--- config.mk ---
export PLATFORM = sky130hd
export DESIGN_NAME = hdlc_bit_deframer_crc16
export DESIGN_NICKNAME = d
export VERILOG_FILES = /design/src/sv/hbd_pkg.sv /design/src/sv/hbd_front.sv /design/src/sv/hbd_queue.sv /design/src/sv/hbd_back.sv /design/src/sv/hdlc_bit_deframer_crc16.sv
export SDC_FILE = /design/constraint.sdc
export NUM_CORES = 1
export LEC_CHECK = 0
export ABC_AREA = 1
export BUFFER_PORTS_ARGS = -buffer_cell sky130_fd_sc_hd__buf_4
export CAP_MARGIN = 20
export CORE_MARGIN = 5
export CORE_UTILIZATION = 36
export DETAILED_ROUTE_END_ITERATION = 7
export GPL_ROUTABILITY_DRIVEN = 0
export PLACE_DENSITY = 0.58
export SLEW_MARGIN = 20
export SYNTH_ARGS = -nofsm -noshare
export SYNTH_HDL_FRONTEND = slang
export SYNTH_SLANG_ARGS = --single-unit
--- constraint.sdc ---
create_clock -name clk -period 7.2 [get_ports clk]
set_input_delay 0.72 -clock clk [delete_from_list [all_inputs] [get_ports clk]]
set_output_delay 0.72 -clock clk [all_outputs]
set_load 0.01 [all_outputs]
--- src/sv/hbd_pkg.sv ---
// Shared types, constants and the CRC byte update for the HDLC bit deframer.
`default_nettype none
package hbd_pkg;

  localparam int unsigned BYTE_BITS = 8;
  localparam int unsigned POS_W     = $clog2(BYTE_BITS);

  localparam logic [BYTE_BITS-1:0] FLAG_VALUE   = 8'h7E;
  localparam logic [2:0]           STUFF_RUN    = 3'd5;
  localparam logic [2:0]           ABORT_RUN    = 3'd7;
  localparam logic [POS_W-1:0]     LAST_POS     = POS_W'(BYTE_BITS - 1);
  localparam logic [15:0]          FCS_BYTES    = 16'd2;
  localparam logic [1:0]           HOLD_FULL    = 2'd2;
  localparam logic [15:0]          CRC_INIT     = 16'hFFFF;
  localparam logic [15:0]          CRC_POLY     = 16'h8408;
  localparam logic [15:0]          MAX_FRAME_RST = 16'd4096;

  localparam logic [1:0] EV_BYTE  = 2'd0;
  localparam logic [1:0] EV_END   = 2'd1;
  localparam logic [1:0] EV_ABORT = 2'd2;

  localparam logic KIND_DATA = 1'b0;
  localparam logic KIND_END  = 1'b1;

  typedef struct packed {
    logic [1:0]           code;
    logic [BYTE_BITS-1:0] data;
    logic                 aligned;
  } hbd_event_t;

  function automatic logic [15:0] crc_byte(input logic [15:0] crc_in,
                                           input logic [7:0]  data);
    logic [15:0] crc;
    crc = crc_in ^ {8'd0, data};
    for (int k = 0; k < 8; k++) begin
      if (crc[0]) begin
        crc = (crc >> 1) ^ CRC_POLY;
      end else begin
        crc = crc >> 1;
      end
    end
    return crc;
  endfunction

endpackage
`default_nettype wire

--- src/sv/hbd_front.sv ---
// Bit-level front end: flag search, abort detect, zero removal and byte packing.
`default_nettype none
module hbd_front (
  input  wire logic               clk,
  input  wire logic               rst_n,
  input  wire logic               in_valid,
  input  wire logic               in_line_bit,
  output logic                    in_stall,
  input  wire logic               q_full,
  output logic                    push,
  output hbd_pkg::hbd_event_t     push_ev
);
  import hbd_pkg::*;

  logic [BYTE_BITS-1:0] recent_r, recent_nxt;
  logic [2:0]           ones_r, ones_nxt;
  logic                 in_frame_r, in_frame_nxt;
  logic [BYTE_BITS-1:0] shift_r, shift_nxt;
  logic [POS_W-1:0]     pos_r, pos_nxt;
  logic                 accept;
  logic [BYTE_BITS-1:0] packed_bits;

  assign in_stall = q_full;
  assign accept   = in_valid && !q_full;

  always_comb begin
    recent_nxt   = recent_r;
    ones_nxt     = ones_r;
    in_frame_nxt = in_frame_r;
    shift_nxt    = shift_r;
    pos_nxt      = pos_r;
    push         = 1'b0;
    push_ev      = '0;
    packed_bits  = shift_r | (BYTE_BITS'(in_line_bit) << pos_r);
    if (accept) begin
      recent_nxt = {in_line_bit, recent_r[BYTE_BITS-1:1]};
      if (!in_line_bit) begin
        ones_nxt = 3'd0;
      end else if (ones_r != ABORT_RUN) begin
        ones_nxt = ones_r + 3'd1;
      end
      priority if (recent_nxt == FLAG_VALUE) begin
        push            = in_frame_r;
        push_ev.code    = EV_END;
        push_ev.aligned = (pos_r == LAST_POS);
        in_frame_nxt    = 1'b1;
        shift_nxt       = '0;
        pos_nxt         = '0;
      end else if (ones_nxt == ABORT_RUN) begin
        push         = in_frame_r;
        push_ev.code = EV_ABORT;
        in_frame_nxt = 1'b0;
        shift_nxt    = '0;
        pos_nxt      = '0;
      end else if (in_frame_r && !(!in_line_bit && ones_r == STUFF_RUN)) begin
        if (pos_r == LAST_POS) begin
          push         = 1'b1;
          push_ev.code = EV_BYTE;
          push_ev.data = packed_bits;
          shift_nxt    = '0;
          pos_nxt      = '0;
        end else begin
          shift_nxt = packed_bits;
          pos_nxt   = pos_r + POS_W'(1);
        end
      end else begin
        in_frame_nxt = in_frame_r;
      end
    end
  end

  always_ff @(posedge clk) begin
    if (!rst_n) begin
      recent_r   <= '0;
      ones_r     <= '0;
      in_frame_r <= 1'b0;
      shift_r    <= '0;
      pos_r      <= '0;
    end else begin
      recent_r   <= recent_nxt;
      ones_r     <= ones_nxt;
      in_frame_r <= in_frame_nxt;
      shift_r    <= shift_nxt;
      pos_r      <= pos_nxt;
    end
  end

endmodule
`default_nettype wire

--- src/sv/hbd_queue.sv ---
// Two-entry event queue between the bit front end and the frame back end.
`default_nettype none
module hbd_queue (
  input  wire logic               clk,
  input  wire logic               rst_n,
  input  wire logic               push,
  input  wire hbd_pkg::hbd_event_t push_ev,
  output logic                    full,
  input  wire logic               pop,
  output logic                    pop_valid,
  output hbd_pkg::hbd_event_t     pop_ev
);
  import hbd_pkg::*;

  hbd_event_t entry_r [2];
  logic       wr_ptr_r, wr_ptr_nxt;
  logic       rd_ptr_r, rd_ptr_nxt;
  logic [1:0] count_r, count_nxt;
  logic       do_pop;

  assign full      = (count_r == 2'd2);
  assign pop_valid = (count_r != 2'd0);
  assign pop_ev    = entry_r[rd_ptr_r];
  assign do_pop    = pop && pop_valid;

  always_comb begin
    wr_ptr_nxt = push ? !wr_ptr_r : wr_ptr_r;
    rd_ptr_nxt = do_pop ? !rd_ptr_r : rd_ptr_r;
    count_nxt  = count_r + 2'(push) - 2'(do_pop);
  end

  always_ff @(posedge clk) begin
    if (push) begin
      entry_r[wr_ptr_r] <= push_ev;
    end
  end

  always_ff @(posedge clk) begin
    if (!rst_n) begin
      wr_ptr_r <= 1'b0;
      rd_ptr_r <= 1'b0;
      count_r  <= '0;
    end else begin
      wr_ptr_r <= wr_ptr_nxt;
      rd_ptr_r <= rd_ptr_nxt;
      count_r  <= count_nxt;
    end
  end

endmodule
`default_nettype wire

--- src/sv/hbd_back.sv ---
// Frame back end: FCS hold, CRC, length checks, frame counters and result register.
`default_nettype none
module hbd_back (
  input  wire logic               clk,
  input  wire logic               rst_n,
  input  wire logic               cfg_wr_en,
  input  wire logic [15:0]        cfg_wr_data,
  input  wire logic               ev_valid,
  input  wire hbd_pkg::hbd_event_t ev,
  output logic                    pop,
  output logic                    out_valid,
  input  wire logic               out_stall,
  output logic                    out_kind,
  output logic [7:0]              out_data_byte,
  output logic                    out_crc_ok,
  output logic                    out_length_error,
  output logic [31:0]             out_good_frames,
  output logic [31:0]             out_bad_frames
);
  import hbd_pkg::*;

  logic [15:0] max_frame_r;
  logic [7:0]  held0_r, held0_nxt, held1_r, held1_nxt;
  logic [1:0]  held_cnt_r, held_cnt_nxt;
  logic [15:0] crc_r, crc_nxt;
  logic [15:0] len_r, len_nxt;
  logic        too_long_r, too_long_nxt;
  logic [31:0] good_r, good_nxt, bad_r, bad_nxt;
  logic        out_valid_r, out_valid_nxt;
  logic        kind_r, kind_nxt, ok_r, ok_nxt, lerr_r, lerr_nxt;
  logic [7:0]  data_r, data_nxt;
  logic        emit, lerr_c, ok_c;

  assign pop = ev_valid && (!out_valid_r || !out_stall);

  always_comb begin
    held0_nxt    = held0_r;
    held1_nxt    = held1_r;
    held_cnt_nxt = held_cnt_r;
    crc_nxt      = crc_r;
    len_nxt      = len_r;
    too_long_nxt = too_long_r;
    good_nxt     = good_r;
    bad_nxt      = bad_r;
    kind_nxt     = KIND_DATA;
    data_nxt     = '0;
    ok_nxt       = 1'b0;
    lerr_nxt     = 1'b0;
    emit         = 1'b0;
    lerr_c       = (len_r < FCS_BYTES) || too_long_r || !ev.aligned;
    ok_c         = (held_cnt_r == HOLD_FULL) && ((~crc_r) == {held1_r, held0_r});
    if (pop) begin
      unique case (ev.code)
        EV_BYTE: begin
          if (len_r >= max_frame_r) begin
            too_long_nxt = 1'b1;
          end
          if (len_r != 16'hFFFF) begin
            len_nxt = len_r + 16'd1;
          end
          if (held_cnt_r == HOLD_FULL) begin
            crc_nxt   = crc_byte(crc_r, held0_r);
            held0_nxt = held1_r;
            held1_nxt = ev.data;
            data_nxt  = held0_r;
            emit      = 1'b1;
          end else begin
            if (held_cnt_r[0]) begin
              held1_nxt = ev.data;
            end else begin
              held0_nxt = ev.data;
            end
            held_cnt_nxt = held_cnt_r + 2'd1;
          end
        end
        EV_END: begin
          if (len_r != 16'd0) begin
            emit     = 1'b1;
            kind_nxt = KIND_END;
            ok_nxt   = ok_c;
            lerr_nxt = lerr_c;
            if (ok_c && !lerr_c) begin
              if (good_r != 32'hFFFF_FFFF) begin
                good_nxt = good_r + 32'd1;
              end
            end else if (bad_r != 32'hFFFF_FFFF) begin
              bad_nxt = bad_r + 32'd1;
            end
          end
          held_cnt_nxt = '0;
          crc_nxt      = CRC_INIT;
          len_nxt      = '0;
          too_long_nxt = 1'b0;
        end
        EV_ABORT: begin
          held_cnt_nxt = '0;
          crc_nxt      = CRC_INIT;
          len_nxt      = '0;
          too_long_nxt = 1'b0;
        end
        default: begin
          held_cnt_nxt = held_cnt_r;
        end
      endcase
    end
    if (pop) begin
      out_valid_nxt = emit;
    end else if (!out_stall) begin
      out_valid_nxt = 1'b0;
    end else begin
      out_valid_nxt = out_valid_r;
    end
  end

  always_ff @(posedge clk) begin
    if (pop) begin
      held0_r <= held0_nxt;
      held1_r <= held1_nxt;
    end
    if (pop && emit) begin
      kind_r <= kind_nxt;
      data_r <= data_nxt;
      ok_r   <= ok_nxt;
      lerr_r <= lerr_nxt;
    end
  end

  always_ff @(posedge clk) begin
    if (!rst_n) begin
      max_frame_r <= MAX_FRAME_RST;
      held_cnt_r  <= '0;
      crc_r       <= CRC_INIT;
      len_r       <= '0;
      too_long_r  <= 1'b0;
      good_r      <= '0;
      bad_r       <= '0;
      out_valid_r <= 1'b0;
    end else begin
      if (cfg_wr_en) begin
        max_frame_r <= cfg_wr_data;
      end
      held_cnt_r  <= held_cnt_nxt;
      crc_r       <= crc_nxt;
      len_r       <= len_nxt;
      too_long_r  <= too_long_nxt;
      good_r      <= good_nxt;
      bad_r       <= bad_nxt;
      out_valid_r <= out_valid_nxt;
    end
  end

  assign out_valid        = out_valid_r;
  assign out_kind         = kind_r;
  assign out_data_byte    = data_r;
  assign out_crc_ok       = ok_r;
  assign out_length_error = lerr_r;
  assign out_good_frames  = good_r;
  assign out_bad_frames   = bad_r;

endmodule
`default_nettype wire

--- src/sv/hdlc_bit_deframer_crc16.sv ---
// Top level of the HDLC bit deframer with CRC-16/X.25 check.
//
//  channel | direction | handshake            | payload
//  in_     | input     | in_valid / in_stall   | in_line_bit
//  out_    | output    | out_valid / out_stall | kind, data_byte, crc_ok, length_error,
//          |           |                       | good_frames, bad_frames
//  cfg_    | input     | cfg_wr_en             | cfg_wr_data (max_frame_bytes)
//
// One line bit is taken per cycle while in_stall is low; the event that completes a
// result is registered in the queue, and the back end then loads the output register.
// The two-entry event queue sets the slack: in_stall rises only when it is full.
// Reset is synchronous; it clears the flag search, counters and output valid,
// and max_frame_bytes returns to 4096.
`default_nettype none
module hdlc_bit_deframer_crc16 (
  input  wire logic        clk,
  input  wire logic        rst_n,
  input  wire logic        cfg_wr_en,
  input  wire logic [15:0] cfg_wr_data,
  input  wire logic        in_valid,
  output logic             in_stall,
  input  wire logic        in_line_bit,
  output logic             out_valid,
  input  wire logic        out_stall,
  output logic             out_kind,
  output logic [7:0]       out_data_byte,
  output logic             out_crc_ok,
  output logic             out_length_error,
  output logic [31:0]      out_good_frames,
  output logic [31:0]      out_bad_frames
);
  import hbd_pkg::*;

  hbd_event_t push_ev, pop_ev;
  logic       push, q_full, pop, pop_valid;

  hbd_front u_front (
    .clk         (clk),
    .rst_n       (rst_n),
    .in_valid    (in_valid),
    .in_line_bit (in_line_bit),
    .in_stall    (in_stall),
    .q_full      (q_full),
    .push        (push),
    .push_ev     (push_ev)
  );

  hbd_queue u_queue (
    .clk       (clk),
    .rst_n     (rst_n),
    .push      (push),
    .push_ev   (push_ev),
    .full      (q_full),
    .pop       (pop),
    .pop_valid (pop_valid),
    .pop_ev    (pop_ev)
  );

  hbd_back u_back (
    .clk              (clk),
    .rst_n            (rst_n),
    .cfg_wr_en        (cfg_wr_en),
    .cfg_wr_data      (cfg_wr_data),
    .ev_valid         (pop_valid),
    .ev               (pop_ev),
    .pop              (pop),
    .out_valid        (out_valid),
    .out_stall        (out_stall),
    .out_kind         (out_kind),
    .out_data_byte    (out_data_byte),
    .out_crc_ok       (out_crc_ok),
    .out_length_error (out_length_error),
    .out_good_frames  (out_good_frames),
    .out_bad_frames   (out_bad_frames)
  );

endmodule
`default_nettype wire

==> results of run 1 <==
-- logic make-up (layout without fill, tap and decap cells) --
kind of cell	Yosys count	count (layout)	synth area share [%]
AND/OR/NAND/NOR	743	743	30.7
AO/OA/AOI/OAI	220	220	11.5
buffers and inverters	218	310	8.45
flip-flops	192	192	42.3
XOR/XNOR	38	38	3.32
adder cells (fa/ha/maj)	30	30	3.66
multiplexers	1	1	0.0977
-- report_power, final --
| group | leakage, nW | switching (mW) | internal, mW |
|---|---|---|---|
| clock | 0.278 | 0.465 | 0.462 |
| combinational | 3.17 | 0.0376 | 0.0217 |
| sequential | 1.64 | 0.00401 | 1.11 |
-- cells in the final DEF (no fill, tap or decap), drive strengths merged, types with 2 or more instances in the layout --
cell type	instances
nor2	233
xnor2	12
xor2	26
nand3	84
inv	183
dfxtp	143
o211ai	16
o21bai	2
nor3b	3
nor4	4
nand4	34
edfxtp	49
o21ai	101
nand3b	3
clkinvlp	2
nand2	349
ha	30
a211oi	3
nor3	31
clkinv	7
clkbuf	17
buf	101
a21oi	95
-- final timing paths --
kind | from | to | slack [ps] | cells after the start
max | register | u_back.len_r[2] | 3780 | 9
min | u_queue.rd_ptr_r | u_queue.rd_ptr_r | 460 | 1
max reg2reg | register | u_back.len_r[2] | 3780 | 9
min reg2reg | u_queue.rd_ptr_r | u_queue.rd_ptr_r | 460 | 1
-- critical path, cell delays in order, from the launching register on --
cell and delay (ps):
dfxtp_1 550, clkinv_1 320, or2_2 340, o21ai_0 110, ha_1 390, inv_1 380, nor2_1 130, a21oi_1 730
o21ai_0 230, a21oi_1 170
-- sequential cells by signal (all words and copies together), names as in the netlist, 2 cells and up, named ones only --
register,cells
u_back.out_good_frames,32
u_back.out_data_byte,8
u_queue.entry_r,22
u_front.shift_r,8
u_front.ones_r,3
u_back.crc_r,16
u_back.len_r,16
u_back.held1_r,8
u_back.held_cnt_r,2
u_queue.count_r,2
u_front.recent_r,7
u_back.out_bad_frames,32
u_front.pos_r,3
u_back.held0_r,8
u_back.max_frame_r,16
-- per-stage QoR --
step                hold WS (ps)  util [%]
floorplan                    426         -
global placement             437      40.4
detailed placement           442      40.4
CTS                          453      42.4
global route                 490      42.4
finish                       458      42.4
-- routing by layer --
| layer | vias up | part of all wire [%] | GRT usage [%] |
|---|---|---|---|
| met5 | - | 0 | 0 |
| met4 | 0 | 1.9 | 5.76 |
| met3 | 30 | 3.8 | 2.32 |
| met2 | 175 | 45 | 25.9 |
| met1 | 4214 | 49 | 22.8 |
| li1 | 4832 | - | - |
-- cell type report --
class	instances	area, µm²
sequential	192	4330
fill	2920	16100
inverter	177	664
timing repair buffer	101	758
clock inverter	15	143
clock buffer	17	425
multi-input combinational	1032	5060
tap	378	473
==> results.ini, run 1 <==
[outcome]
outcome = finished clean

[synth]
ys_ff_latch = 192
synthTopCellsByArea = dfxtp_1, edfxtp_1, nand2_1
yosys.area.top_type_share_pct = 27.9
syn_nets = 1494
yosysMostFrequentCell = nand2_1
yosys.cell_types.count = 45
synthFlopType = dfxtp_1
ys.warnings.count = 0
async_flop_share_pct = 0
netlist_instances = 1442
synth_largest_area_cell = dfxtp_1
avgSynthCellArea_um2 = 7.11
synth_edf_count = 49
synthesis.area_um2 = 10200
seq_area_frac_synth_pct = 42.3
synth_common_cells = nand2_1, nor2_1, inv_1

[clocking]
cts_resized = 0
post_cts_buffers = 0
hold_buffers = 0
root_buffer = clkbuf_16
clk_latency_ps = 430
numClockSinks = 192
clock_path_buffers = 2
cts_tree = yes
cts.clk_slew.worst_paths_ps = 80
cts-htree-levels = 4
cts_buffers = 17

[finish]
postLayoutCellArea_um2 = 11900
instances_no_fill = 1912
synthToLayoutAreaGrowth_pct = 15.7
antennaDiodeCount = 0
drive_gt1_share_pct = 10.5
nets = 1573

[placement]
dpl_cell_area_um2 = 11300
dp_hpwl_um = 19000
dp_cells = 1880
place_ws_ps = 3810
io_buffers = 98

[timing]
worst_pin_slew_ps = 1070
finalSetupTns_ps = 0
drv_slew = 0
setup_ws_ps = 3780
skew_ps = 17.1
finalSetupViolCount = 0
fmax_ghz = 0.292
relSlewSlack_pct = 28.6
period_needed_ps = 3420
hold_violations = 0
rsz0062_at_grt = false
finalCritPeriodShare_pct = 47.5

[detailed_routing]
drc = 0
wl_per_cell_um = 13.5
vias = 9251
wirelength_um = 25700
drt_first_iter_violations = 586
ant_nets = 0
viasPerCell = 4.84
drtPass1Iterations = 8

[power]
p_leak_nw = 5.09
peakVddDrop_uv = 164
finalPower_mw = 2.10
power_density_nw_per_um2 = 177

[worst_setup_path]
worst-path-max-fanout = 15
critPathLaunchType = register
cp-end-kind = register
critPathKind = reg2reg
worstPathArrival_ps = 3780
required_ps = 7560

[floorplan]
die_y_um = 179
io_pins = 99
rows = 61
die_width_um = 179
core-area_um2 = 27900
die-area_um2 = 31900
start_util_pct = 36.7

[min_path]
min_path_type = reg2reg

[global_routing]
grt_start_max_net_pins = 86
grt_first_pass_wirelength_um = 42500
grt_overflow = 0
grt_pass1_vias = 8608
track_usage_pct = 16.3
antenna_found_initial = 0

[flow_run]
maxCapViolations = 0

No activity file was read; power rests on OpenSTA's default activity.
==> inputs of run 2 (changes only) <==
--- a/config.mk
+++ b/config.mk
@@ -12,7 +12,7 @@
 export CORE_UTILIZATION = 36
 export DETAILED_ROUTE_END_ITERATION = 7
 export GPL_ROUTABILITY_DRIVEN = 0
-export PLACE_DENSITY = 0.58
+export PLACE_DENSITY = 0.6
 export SLEW_MARGIN = 20
 export SYNTH_ARGS = -nofsm -noshare
 export SYNTH_HDL_FRONTEND = slang
==> constraint.sdc (replaced) <==
create_clock -name clk -period 3.14 [get_ports clk]
set_input_delay 0.314 -clock clk [delete_from_list [all_inputs] [get_ports clk]]
set_output_delay 0.314 -clock clk [all_outputs]
set_load 0.01 [all_outputs]
==> run 2 against run 1 <==
Net effect: cell count grew 0.73%; core utilization up 0.49 points; worst setup slack worse by 3100 ps; routed wire length fell by 0.48%; combinational power up 130%; hold slack got worse by 370 ps; via count hardly changed; maximum frequency grew 39%; first-iteration DRC count decreased by 14%; sequential cell count unchanged; power increased by 130%; clock power rose by 140%; largest cell class unchanged; highest routed layer unchanged.
==> results.ini, run 2 (same netlist as run 1, synthesis figures left out) <==
[detailed_routing]
ant_nets = 0  ; unchanged
drtPass1Iterations = 5  ; -3
drt_first_iter_violations = 505  ; -14%
vias = 9250  ; -0.011%
viasPerCell = 4.80  ; -0.74%
wl_per_cell_um = 13.3  ; -1.2%
drc = 0  ; unchanged
wirelength_um = 25600  ; -0.48%

[clocking]
numClockSinks = 192  ; unchanged
cts_buffers = 17  ; unchanged
root_buffer = clkbuf_16
cts-htree-levels = 4  ; unchanged
clock_path_buffers = 2  ; unchanged
cts_resized = 0  ; unchanged
post_cts_buffers = 0  ; unchanged
cts.clk_slew.worst_paths_ps = 80  ; about the same
hold_buffers = 0  ; unchanged
clk_latency_ps = 440  ; about the same
cts_tree = yes

[timing]
fmax_ghz = 0.408  ; +39%
setup_ws_ps = 688  ; -3090 ps
drv_slew = 0  ; unchanged
hold_violations = 0  ; unchanged
period_needed_ps = 2450  ; -968 ps
finalCritPeriodShare_pct = 78.1  ; +31 points
finalSetupTns_ps = 0  ; unchanged
finalSetupViolCount = 0  ; unchanged
relSlewSlack_pct = 51.1  ; +23 points
skew_ps = 19.3  ; +2.17 ps
rsz0062_at_grt = false
worst_pin_slew_ps = 733  ; -338 ps

[worst_setup_path]
critPathLaunchType = register
worstPathArrival_ps = 2800  ; -980 ps
cp-end-kind = register
reg2regPathDepth = 10  ; +1
reg2reg_setup_slack_ps = 690  ; -3090 ps
worst-path-max-fanout = 27  ; +12
required_ps = 3480  ; -4080 ps
endpoint = u_back.out_good_frames[5]
r2r_end = u_back.out_good_frames[5]
critPathKind = reg2reg

[floorplan]
die_width_um = 179  ; unchanged
rows = 61  ; unchanged
start_util_pct = 36.7  ; unchanged
core-area_um2 = 27900  ; unchanged
io_pins = 99  ; unchanged
die-area_um2 = 31900  ; unchanged
die_y_um = 179  ; unchanged

[finish]
drive_gt1_share_pct = 11.3  ; +0.81 points
layout_commonest_cell = nand2_1
nFillCells = 2881  ; -1.3%
synthToLayoutAreaGrowth_pct = 17.0
final_cell_mix = nand2_1, nor2_1, inv_1
instances_no_fill = 1926  ; +0.73%
nets = 1588  ; +0.95%
antennaDiodeCount = 0  ; unchanged

[global_routing]
track_usage_pct = 16.3  ; +0.029 points
grt_pass1_vias = 8717  ; +1.3%
grt_overflow = 0  ; unchanged
antenna_found_initial = 0  ; unchanged
grt_first_pass_wirelength_um = 42800  ; +0.71%
grt_start_max_net_pins = 47  ; -45%

[power]
finalPower_mw = 4.88  ; +130%
peakVddDrop_uv = 344  ; +110%
power_density_nw_per_um2 = 407  ; +130%
p_leak_nw = 5.17  ; +1.7%

[placement]
dp_hpwl_um = 19100  ; +0.42%
place_ws_ps = 641  ; -3170 ps
io_buffers = 98  ; unchanged
dp_cells = 1895  ; +0.80%

[flow_run]
maxCapViolations = 0  ; unchanged

[min_path]
min_path_type = in2reg
holdPathStages = 2  ; +1

[outcome]
outcome = finished clean

## run 2: cell count changes in the layout (fill, tap and decap cells not counted), sizes merged
| cell | before | now |
|---|---|---|
| buf | 101 | 116 |
| clkinv | 7 | 9 |
| inv | 183 | 178 |
| clkbuf | 17 | 20 |
| clkinvlp | 2 | 1 |
## run 2: area by class of cell
cell class / count / area (µm²) / share of cell area [%]
tap: 378 / 473 / 3.94
multi-input combinational: 1032 / 5050 / 42.1
clock buffer: 20 / 489 / 4.08
sequential: 192 / 4330 / 36.1
timing repair buffer: 116 / 871 / 7.26
inverter: 177 / 664 / 5.54
clock inverter: 11 / 110 / 0.918
## run 2: worst min-delay path by stage
stage / start / end / slack, ps
floorplan: cfg_wr_en / u_back.max_frame_r[12] / 430
global placement: u_queue.rd_ptr_r / u_queue.rd_ptr_r / 440
detailed placement: u_queue.rd_ptr_r / u_queue.rd_ptr_r / 450
CTS: cfg_wr_en / u_back.max_frame_r[12] / 60
global route: cfg_wr_en / u_back.max_frame_r[12] / 90
finish: cfg_wr_en / u_back.max_frame_r[12] / 90
## run 2: stage by stage
| step | hold slack (ps) | area, µm² | util [%] |
|---|---|---|---|
| after CTS | 64.3 | 12000 | 42.9 |
| after floorplan | 425 | 10200 | - |
| after global placement | 437 | 11400 | 40.8 |
| after global routing | 91.9 | 12000 | 42.9 |
| final | 86.4 | 12000 | 42.9 |
| after detailed placement | 446 | 11400 | 40.8 |
## run 2: power breakdown
part           leakage, nW  internal, mW  total (mW)  switching [mW]
combinational         3.24        0.0509       0.137          0.0862
sequential            1.64          2.54        2.55         0.00893
clock                0.292          1.16        2.19            1.03
## run 2: per-layer routing
layer	part of all wire (%)	global-route usage, %	up-vias
met5	0	0	-
met4	1.2	3.61	0
met3	4.2	3.23	23
met2	45	26.3	181
met1	49	22.9	4172
li1	-	-	4874
## run 2: worst max-delay path, stage by stage (launching register included)
cell	delay (ps)
dfxtp_1	330
buf_4	180
mux2i_1	280
ha_1	190
nand2_1	60
a21oi_2	230
nand3_1	210
nor2_4	510
nand2_1	130
o21ai_0	180
nor2_1	50
==> inputs of run 3 (changes only) <==
--- a/config.mk
+++ b/config.mk
@@ -12,7 +12,7 @@
 export CORE_UTILIZATION = 36
 export DETAILED_ROUTE_END_ITERATION = 7
 export GPL_ROUTABILITY_DRIVEN = 0
-export PLACE_DENSITY = 0.6
+export PLACE_DENSITY = 0.58
 export SLEW_MARGIN = 20
 export SYNTH_ARGS = -nofsm -noshare
 export SYNTH_HDL_FRONTEND = slang
==> constraint.sdc (replaced) <==
create_clock -name clk -period 2.4 [get_ports clk]
set_input_delay 0.24 -clock clk [delete_from_list [all_inputs] [get_ports clk]]
set_output_delay 0.24 -clock clk [all_outputs]
set_load 0.01 [all_outputs]
==> run 3 against run 2 <==
Net effect: largest cell class unchanged; sequential power increased by 31%; via count increased by 1.7%; sequential cell count unchanged; die area unchanged; critical path type unchanged.
==> results.ini, run 3 (same netlist as run 1, synthesis figures left out) <==
[outcome]
outcome = finished clean

[floorplan]
die_y_um = 179  ; unchanged
core-area_um2 = 27900  ; unchanged
io_pins = 99  ; unchanged
die-area_um2 = 31900  ; unchanged
rows = 61  ; unchanged
start_util_pct = 36.7  ; unchanged
die_width_um = 179  ; unchanged

[global_routing]
grt_pass1_vias = 8919  ; +2.3%
antenna_found_initial = 0  ; unchanged
track_usage_pct = 16.5  ; +0.15 points
grt_first_pass_wirelength_um = 43400  ; +1.2%
grt_overflow = 0  ; unchanged
grt_start_max_net_pins = 70  ; +49%

[clocking]
cts.clk_slew.worst_paths_ps = 80  ; about the same
post_cts_buffers = 0  ; unchanged
numClockSinks = 192  ; unchanged
clk_latency_ps = 440  ; about the same
cts_buffers = 17  ; unchanged
clock_path_buffers = 2  ; unchanged
root_buffer = clkbuf_16
cts-htree-levels = 4  ; unchanged
cts_tree = yes

[detailed_routing]
drc = 0  ; unchanged
drt_first_iter_violations = 558  ; +10%
vias = 9410  ; +1.7%
wl_met1_um = 12900  ; +2.3%
wl_per_cell_um = 13.4  ; +0.51%
viasPerCell = 4.82  ; +0.27%
drtPass1Iterations = 5  ; unchanged
route.met2.wl_um = 12200  ; +4.7%
ant_nets = 0  ; unchanged
highest-signal-layer = met4
wirelength_um = 26100  ; +2.0%
met3RoutedLength_um = 777  ; -28%

[power]
power_density_nw_per_um2 = 521  ; +28%
p_leak_nw = 5.34  ; +3.2%
peakVddDrop_uv = 474  ; +38%

[flow_run]
maxCapViolations = 0  ; unchanged

[worst_setup_path]
cp-end-kind = register
worst-path-max-fanout = 5  ; -81%
reg2regPathDepth = 13  ; +3
required_ps = 2740  ; -740 ps
critPathLaunchType = register
worstPathArrival_ps = 2530  ; -270 ps
critPathKind = reg2reg

[timing]
hold_violations = 0  ; unchanged
period_needed_ps = 2190  ; -259 ps
rsz0062_at_grt = true
drv_slew = 0  ; unchanged
worst_pin_slew_ps = 712  ; -21.4 ps
skew_ps = 21.6  ; +2.36 ps
finalCritPeriodShare_pct = 91.4  ; +13 points
relSlewSlack_pct = 52.5  ; +1.4 points
holdWs_ps = 13.3  ; -73.2 ps
fmax_ghz = 0.456  ; +12%
finalSetupViolCount = 0  ; unchanged

[finish]
final_cell_mix = nand2_1, nor2_1, inv_1
nFillCells = 2944  ; +2.2%
antennaDiodeCount = 0  ; unchanged
layout_commonest_cell = nand2_1
drive_gt1_share_pct = 12.8  ; +1.5 points
utilization_pct = 43.9  ; +1.0 points
nets = 1615  ; +1.7%
synthToLayoutAreaGrowth_pct = 19.7

[min_path]
holdPathStages = 3  ; +1
min_path_type = in2reg

[placement]
dp_hpwl_um = 19500  ; +2.5%
io_buffers = 98  ; unchanged

-- run 3: layout make-up --
cell class	instances	area [µm²]	area share, %
well taps	378	473	3.85
inverters	177	664	5.41
repair buffers	143	1140	9.30
clock buffers	21	472	3.84
clock inverters	11	120	0.979
multi-input cells	1032	5070	41.3
flip-flops and latches	192	4330	35.3
-- run 3: worst max-delay path: stages, from the launching register on --
cell and delay [ps]:
dfxtp_1 330, clkinv_1 70, or2_2 260, o21ai_0 120
ha_1 290, nor2_1 80, nor2_2 210, nand2_2 120
inv_1 150, nand2_1 110, nor2_1 180, nand2_1 70
nand2_1 60, nor2_1 40
-- run 3: worst paths after layout --
kind | from | endpoint | slack, ps
setup reg to reg | register | u_back.len_r[8] | 210
hold / removal | cfg_wr_data[0] | u_back.max_frame_r[0] | 10
hold reg to reg | u_queue.rd_ptr_r | u_queue.rd_ptr_r | 450
setup / recovery | register | u_back.len_r[8] | 210
-- run 3: timing repair --
item | in CTS | in global routing
endpoints found under the setup margin | 0 | 16
hold buffers | 2 | 0
endpoints found under the hold margin | 1 | 0
gates resized for setup | 0 | 4
-- run 3: through the flow --
step	setup WS, ps	total power, mW	cell area, µm²	setup TNS [ps]	cells
finish	207	6.39	12300	0	1954
global route	-2.18	6.63	12300	-2.18	1954
detailed placement	128	3.60	11600	0	1920
CTS	114	6.48	12300	0	1954
floorplan	77.1	3.53	10200	0	1442
global placement	202	3.59	11600	0	1920
-- run 3: metal layers --
| metal | track usage (%) | up-vias |
|---|---|---|
| li1 | - | 4927 |
| met1 | 22.6 | 4327 |
| met2 | 27.3 | 141 |
| met3 | 2.72 | 15 |
| met4 | 4.06 | 0 |
| met5 | 0 | - |
-- run 3: power breakdown --
part           internal [mW]  switching (mW)  total (mW)
logic                 0.0715           0.113       0.185
clock network           1.55            1.31        2.86
registers               3.33          0.0120        3.34
